$ cat config.mk
export PLATFORM = sky130hd
export DESIGN_NAME = wtd_ctrl
export DESIGN_NICKNAME = d
export VERILOG_FILES = /design/src/design/wtd_pkg.sv /design/src/design/wtd_ctrl.sv
export SDC_FILE = /design/constraint.sdc
export NUM_CORES = 1
export LEC_CHECK = 0
export BUFFER_PORTS_ARGS = -buffer_cell sky130_fd_sc_hd__buf_2
export CAP_MARGIN = 20
export CELL_PAD_IN_SITES_DETAIL_PLACEMENT = 0
export CELL_PAD_IN_SITES_GLOBAL_PLACEMENT = 2
export CORE_MARGIN = 2
export CORE_UTILIZATION = 29
export CTS_CLUSTER_SIZE = 40
export DETAILED_ROUTE_END_ITERATION = 16
export HOLD_SLACK_MARGIN = 0.02
export PLACE_DENSITY_LB_ADDON = 0.1
export SLEW_MARGIN = 5
export SYNTH_ARGS = -nofsm -noshare
export SYNTH_HDL_FRONTEND = slang
export SYNTH_SLANG_ARGS = --single-unit
$ cat constraint.sdc
create_clock -name i_clk -period 4.43 [get_ports i_clk]
set_clock_uncertainty 0.15 [all_clocks]
set_input_delay 0.886 -clock i_clk [delete_from_list [all_inputs] [get_ports i_clk]]
set_output_delay 0.886 -clock i_clk [all_outputs]
set_load 0.005 [all_outputs]
$ cat src/design/wtd_pkg.sv
// Package for the waypoint turn-then-drive step: constants, types, tables.
// Used by the controller, datapath and top level.
`default_nettype none
package wtd_pkg;
    localparam int AngleFracBits = 13;
    localparam int CordicIters   = 16;
    localparam int IterW         = 5;
    localparam int DW            = 36;
    localparam int ZW            = 36;
    localparam logic [ZW-1:0] PiQ30     = 36'd3373259426;
    localparam logic [ZW-1:0] HalfPiQ30 = 36'd1686629713;
    localparam logic [DW-1:0] GainQ30   = 36'd652032874;
    localparam logic [12:0]   MarginReset = 13'd713;

    localparam logic [2:0] RegTargetX = 3'd0;
    localparam logic [2:0] RegTargetY = 3'd1;
    localparam logic [2:0] RegAdvance = 3'd2;
    localparam logic [2:0] RegTurn    = 3'd3;
    localparam logic [2:0] RegMargin  = 3'd4;

    localparam logic [1:0] ActHeld = 2'd0;
    localparam logic [1:0] ActAdv  = 2'd1;
    localparam logic [1:0] ActUp   = 2'd2;
    localparam logic [1:0] ActDown = 2'd3;

    typedef struct packed {
        logic load_vec;
        logic iterate;
        logic decide;
        logic load_rot;
        logic mul;
        logic commit_move;
        logic hold;
    } t_cmd;

    typedef struct packed {
        logic iter_done;
        logic aligned;
    } t_status;

    function automatic logic [ZW-1:0] atan_q30(input logic [IterW-1:0] i);
        logic [ZW-1:0] r;
        case (i)
            5'd0:  r = 36'h03243F6A8;
            5'd1:  r = 36'h01DAC6705;
            5'd2:  r = 36'h00FADBAFC;
            5'd3:  r = 36'h007F56EA6;
            5'd4:  r = 36'h003FEAB76;
            5'd5:  r = 36'h001FFD55B;
            5'd6:  r = 36'h000FFFAAA;
            5'd7:  r = 36'h0007FFF55;
            5'd8:  r = 36'h0003FFFEA;
            5'd9:  r = 36'h0001FFFFD;
            5'd10: r = 36'h0000FFFFF;
            5'd11: r = 36'h00007FFFF;
            5'd12: r = 36'h00003FFFF;
            5'd13: r = 36'h00001FFFF;
            5'd14: r = 36'h00000FFFF;
            5'd15: r = 36'h000007FFF;
            5'd16: r = 36'h000003FFF;
            5'd17: r = 36'h000001FFF;
            5'd18: r = 36'h000000FFF;
            5'd19: r = 36'h0000007FF;
            5'd20: r = 36'h0000003FF;
            5'd21: r = 36'h0000001FF;
            5'd22: r = 36'h0000000FF;
            5'd23: r = 36'h00000007F;
            default: r = '0;
        endcase
        return r;
    endfunction
endpackage
`default_nettype wire

$ cat src/design/wtd_ctrl.sv
// Controller FSM for the waypoint step: sequences both CORDIC passes and the move.
// Depends on wtd_pkg.
`default_nettype none
module wtd_ctrl (
    input  wire              i_clk,
    input  wire              i_rst_n,
    input  wire              i_start,
    input  wire              i_enabled,
    input  wire              i_out_free,
    input  wtd_pkg::t_status i_status,
    output wtd_pkg::t_cmd    o_cmd,
    output logic             o_busy,
    output logic             o_done
);
    import wtd_pkg::*;

    typedef enum logic [7:0] {
        S_IDLE = 8'b00000001,
        S_VEC  = 8'b00000010,
        S_DEC  = 8'b00000100,
        S_ROT  = 8'b00001000,
        S_MUL  = 8'b00010000,
        S_ADD  = 8'b00100000,
        S_OUT  = 8'b01000000,
        S_LOAD = 8'b10000000
    } t_state;

    t_state r_state, n_state;

    // Advance the sequence
    always_comb begin
        n_state = r_state;
        o_cmd   = '0;
        o_done  = 1'b0;
        unique case (r_state)
            S_IDLE: if (i_start) begin
                if (i_enabled) begin
                    o_cmd.load_vec = 1'b1;
                    n_state = S_VEC;
                end else begin
                    o_cmd.hold = 1'b1;
                    n_state = S_OUT;
                end
            end
            S_VEC: begin
                o_cmd.iterate = 1'b1;
                if (i_status.iter_done) n_state = S_DEC;
            end
            S_DEC: begin
                o_cmd.decide = 1'b1;
                n_state = i_status.aligned ? S_LOAD : S_OUT;
            end
            S_LOAD: begin
                o_cmd.load_rot = 1'b1;
                n_state = S_ROT;
            end
            S_ROT: begin
                o_cmd.iterate = 1'b1;
                if (i_status.iter_done) n_state = S_MUL;
            end
            S_MUL: begin
                o_cmd.mul = 1'b1;
                n_state = S_ADD;
            end
            S_ADD: begin
                o_cmd.commit_move = 1'b1;
                n_state = S_OUT;
            end
            S_OUT: if (i_out_free) begin
                o_done  = 1'b1;
                n_state = S_IDLE;
            end
            default: n_state = S_IDLE;
        endcase
    end

    assign o_busy = (r_state != S_IDLE);

    always_ff @(posedge i_clk) begin
        if (!i_rst_n) r_state <= S_IDLE;
        else          r_state <= n_state;
    end
endmodule
`default_nettype wire

Yosys cells after proc, flatten, opt, wreduce, memory -nomap -nowiden
Index checks and enable logic that the tools add are counted.
{"block": "totals", "ff_bits": 8, "in_bits": 7, "output_inout_bits": 9, "elab_cells": 36}
{"block": "op_classes", "eq_ne": 13, "muxes": 20, "reduce_logical": 2}
{"cell": "$pmux W8 S8", "count": 1}
{"cell": "$mux W8", "count": 5}
{"cell": "$mux W1", "count": 13}
{"cell": "$eq A8 B1 Y1 const B", "count": 1}
{"cell": "$eq A8 B2 Y1 const B", "count": 1}
{"cell": "$eq A8 B3 Y1 const B", "count": 1}
{"cell": "$eq A8 B4 Y1 const B", "count": 1}
{"cell": "$eq A8 B5 Y1 const B", "count": 1}
{"cell": "$eq A8 B6 Y1 const B", "count": 1}
{"cell": "$eq A8 B7 Y1 const B", "count": 1}
{"cell": "$eq A8 B8 Y1 const B", "count": 1}
{"cell": "$ne A2 B2 Y1 const B", "count": 4}
{"cell": "$ne A8 B1 Y1 const B", "count": 1}
{"cell": "$mux W7", "count": 1}
{"cell": "$reduce_and A4 Y1", "count": 1}
{"cell": "$reduce_or A2 Y1", "count": 1}

Depth between registers and ports, before layout
{"block": "depth", "ltp_word": 3, "ltp_mapped": 6, "depth_no_buf": 5}

Least setup slack after synthesis
OpenSTA, ideal clock, no wires.
{"block": "synth_timing", "path_type": "flip-flop to output port", "from": "register r_state[7]", "to": "output port o_cmd[0] (netlist bit)", "arrival_time_ns": 1.418, "t_required_ns": 3.394, "slack_ns": 1.976, "stages_incl_launch_ff": 5, "n_path_buf": 0, "cell_sequence": "dfxtp_1 > nor3_1 > nand2_1 > or3_1 > nor3b_1"}
{"element": "from (decl)", "line": "wtd_ctrl.sv:28", "text": "t_state r_state, n_state;"}
{"element": "from (signal assigned)", "line": "wtd_ctrl.sv:81", "text": "else r_state <= n_state;"}
{"element": "to (decl)", "line": "wtd_ctrl.sv:11", "text": "output wtd_pkg::t_cmd o_cmd,"}

==> run summary <==
Critical Path RT - 3.39 ns
Vias/cell - 4.945
Chip width - 47.52 µm
Max_cap viols - 0
Vias post-DR - 539
All-layer global routing usage - 0.1521
FF-to-FF setup slack - 2.33 ns
Full die area - 2258 µm²
Mapped Area - 549.3 µm²
Reg with most FFs - r_state
Crit path max-delay family - simple AND/OR/NAND/NOR gates
Largest register FFs - 8
Most frequent cells in the layout - 15 x buf_2, 9 x nor3_1, 8 x dfxtp_1, 6 x nand2_1, 5 x nor2_1
Worst hold start - r_state[1]$_SDFFE_PN0P_
Critical-path cell list - nor3_1 > nand2_1 > or3_1 > nor3b_1 > buf_2
#FFs+latches synth - 8
CTS Hold Buffers Added - 0
I/O pin total - 16
Clock-pin slew on the worst setup and hold paths - 0.06 ns
Vias in the first global route - 521
Regs by FF count - r_state: 8 flops
Worst Hold Depth - 2
PD cells - 343.7 nW/µm²
Final WS setup - 1.503 ns
CTS max path bufs - 2
First-pass GRT wire length - 2.359 mm
Nets - 93
Number of synthesized flops with an enable pin - 0
Largest net degree at the start of global routing - 13
Setup_tns - 0 ns
Final period utilization - 0.6607
Slowest stage delay, CP - 0.42 ns
Net switching power - 76.85 µW
Worst EP arrival - 1.89 ns
1st-pass router iterations - 4
Part of the power in the clock network - 0.245
Sw Share - 0.3444
Critical Path Source Type - register
Share of cells above drive strength 1 - 0.2500
Layout Area Growth over Synthesis - 18.22%
# rows - 15
Max Freq - 341.6 MHz
Reg2reg start - r_state[0]$_SDFFE_PN1P_
Fin. max-slew vios - 0
CP max stage cell - or3_1
Crit path time final - 2.927 ns
1st-iter DRT viols - 9
Routed WL - 1.324 mm
Primary FF master, synth - dfxtp_1
Fin. Hold Viols - 0
R2R Path End - r_state[0]$_SDFFE_PN1P_
Slew @ Worst Pin - 0.4120 ns
CTS-repair resized insts - 0
ANT nets after route - 0
Core area - 1745 µm²
Detailed-route wire length per cell - 12.15 µm
FFs w/ async S/R, synth - 0
Reg area - 160.2 µm²
Starting Density - 0.3147
Syn Area/Cell - 7.736 µm²
Die H - 47.52 µm
Logic pwr share - 0.338
Sequential Power Share - 0.416
Gp weighted congestion - 0.7087
Worst hold path type - register to register
Clock root buffer master - clkbuf_4
Multi-input gate area - 349.1 µm²
CP Buf/Inv Count - 1
Critical-path maximum fanout - 5
R2R cell count - 5
Place WS - 1.803 ns
Post-DP HPWL - 1.022 mm
Mapped Cells - 71
Syn nets - 78
Kind of critical path - register to primary output
CTS tree - yes
YS warnings - 0
Post-route total power - 223.2 µW
Hold endpoint - r_state[1]$_SDFFE_PN0P_
Commonest non-fill, non-tap cell in the layout - buf_2
Setup violations, final - 0
Lkg Pwr - 0.2794 nW
Post-synth cell types - 32
Antenna violations before repair - 0
Fill cells - 203
RSZ-0062 raised after global routing - false
Status - finished clean
Total gr overflow - 0
Clock sinks - 8
Worst skew pair latency - 0.26 ns
N_diodes - 0
Post-route DRC - 0
Post-CTS Setup Inserts - 0
Int Pwr - 146.3 µW
Register area share after synthesis - 0.2916
H-tree lvl count - 1
TritonCTS buffer count - 3
Slew Limit Headroom - 0.7250
PortBufs - 15
CP Capture Type - primary output
Peak VDD IR - 0.2660 mV
metrics by stage:
step | util | hold WS, ns | std cells | cell area [µm²]
finish | 0.3720 | 0.4574 | 109 | 649.4
floorplan | - | 0.4357 | 71 | 549.3
CTS | 0.3720 | 0.4615 | 109 | 649.4
global placement | 0.3591 | 0.4455 | 106 | 626.9
detailed placement | 0.3591 | 0.4549 | 106 | 626.9
global route | 0.3720 | 0.5262 | 109 | 649.4
power groups by stage:
stage	Sequential (mW)	Combinational, mW	Clock (mW)
3_5_place_dp	0.0944	0.0763	0
2_1_floorplan	0.0834	0.0696	0
6_report	0.0929	0.0755	0.0548
3_3_place_gp	0.0946	0.0767	0
4_1_cts	0.0929	0.0765	0.0574
5_1_grt	0.0958	0.0858	0.0639
cell families after synthesis:
| group | Yosys count | synth area share |
|---|---|---|
| XOR/XNOR | 2 | 0.03190 |
| AO/OA/AOI/OAI | 12 | 0.1640 |
| flip-flops | 8 | 0.2916 |
| AND/OR/NAND/NOR | 41 | 0.4396 |
| buffers and inverters | 8 | 0.07288 |
cell usage after synthesis (all sizes together) (3+ instances only):
library cell / number / area [µm²]
dfxtp: 8 / 160.2
nand2b: 4 / 25.02
nor2: 5 / 18.77
buf: 4 / 25.02
nand2: 6 / 22.52
nor3b: 3 / 22.52
or3: 3 / 18.77
inv: 3 / 11.26
nor3: 9 / 45.04
final cells by class:
type | count | area share
Inverter | 3 | 0.01734
Sequential cell | 8 | 0.2466
Tap cell | 25 | 0.04817
Timing Repair Buffer | 15 | 0.1156
Clock buffer | 3 | 0.03468
Multi-Input combinational cell | 55 | 0.5376
routing by layer:
layer	global-route usage	part of all wire	routed length, µm	vias up
met2	0.2216	0.46	614	12
met3	0.06792	0.051	68	4
met4	0.05556	0.023	31	0
li1	-	-	-	281
met5	0	0	0	-
met1	0.1977	0.46	609	242
worst max-delay path by stage:
| stage | start | slack (ns) | cells past startpoint | to |
|---|---|---|---|---|
| floorplan | r_state[7]$_SDFFE_PN0P_ | 1.98 | 4 | o_cmd[0] |
| global placement | r_state[7]$_SDFFE_PN0P_ | 1.82 | 5 | o_cmd[0] |
| detailed placement | r_state[7]$_SDFFE_PN0P_ | 1.80 | 5 | o_cmd[0] |
| CTS | r_state[7]$_SDFFE_PN0P_ | 1.51 | 5 | o_cmd[0] |
| global route | r_state[7]$_SDFFE_PN0P_ | 1.28 | 5 | o_cmd[0] |
| finish | r_state[7]$_SDFFE_PN0P_ | 1.50 | 5 | o_cmd[0] |
tightest hold or removal path, cell delays in order (launching register included):
cell,delay [ns]
dfxtp_1,0.41
nand2_1,0.10
o2bb2ai_1,0.05
(Power assumes the default switching activity.)
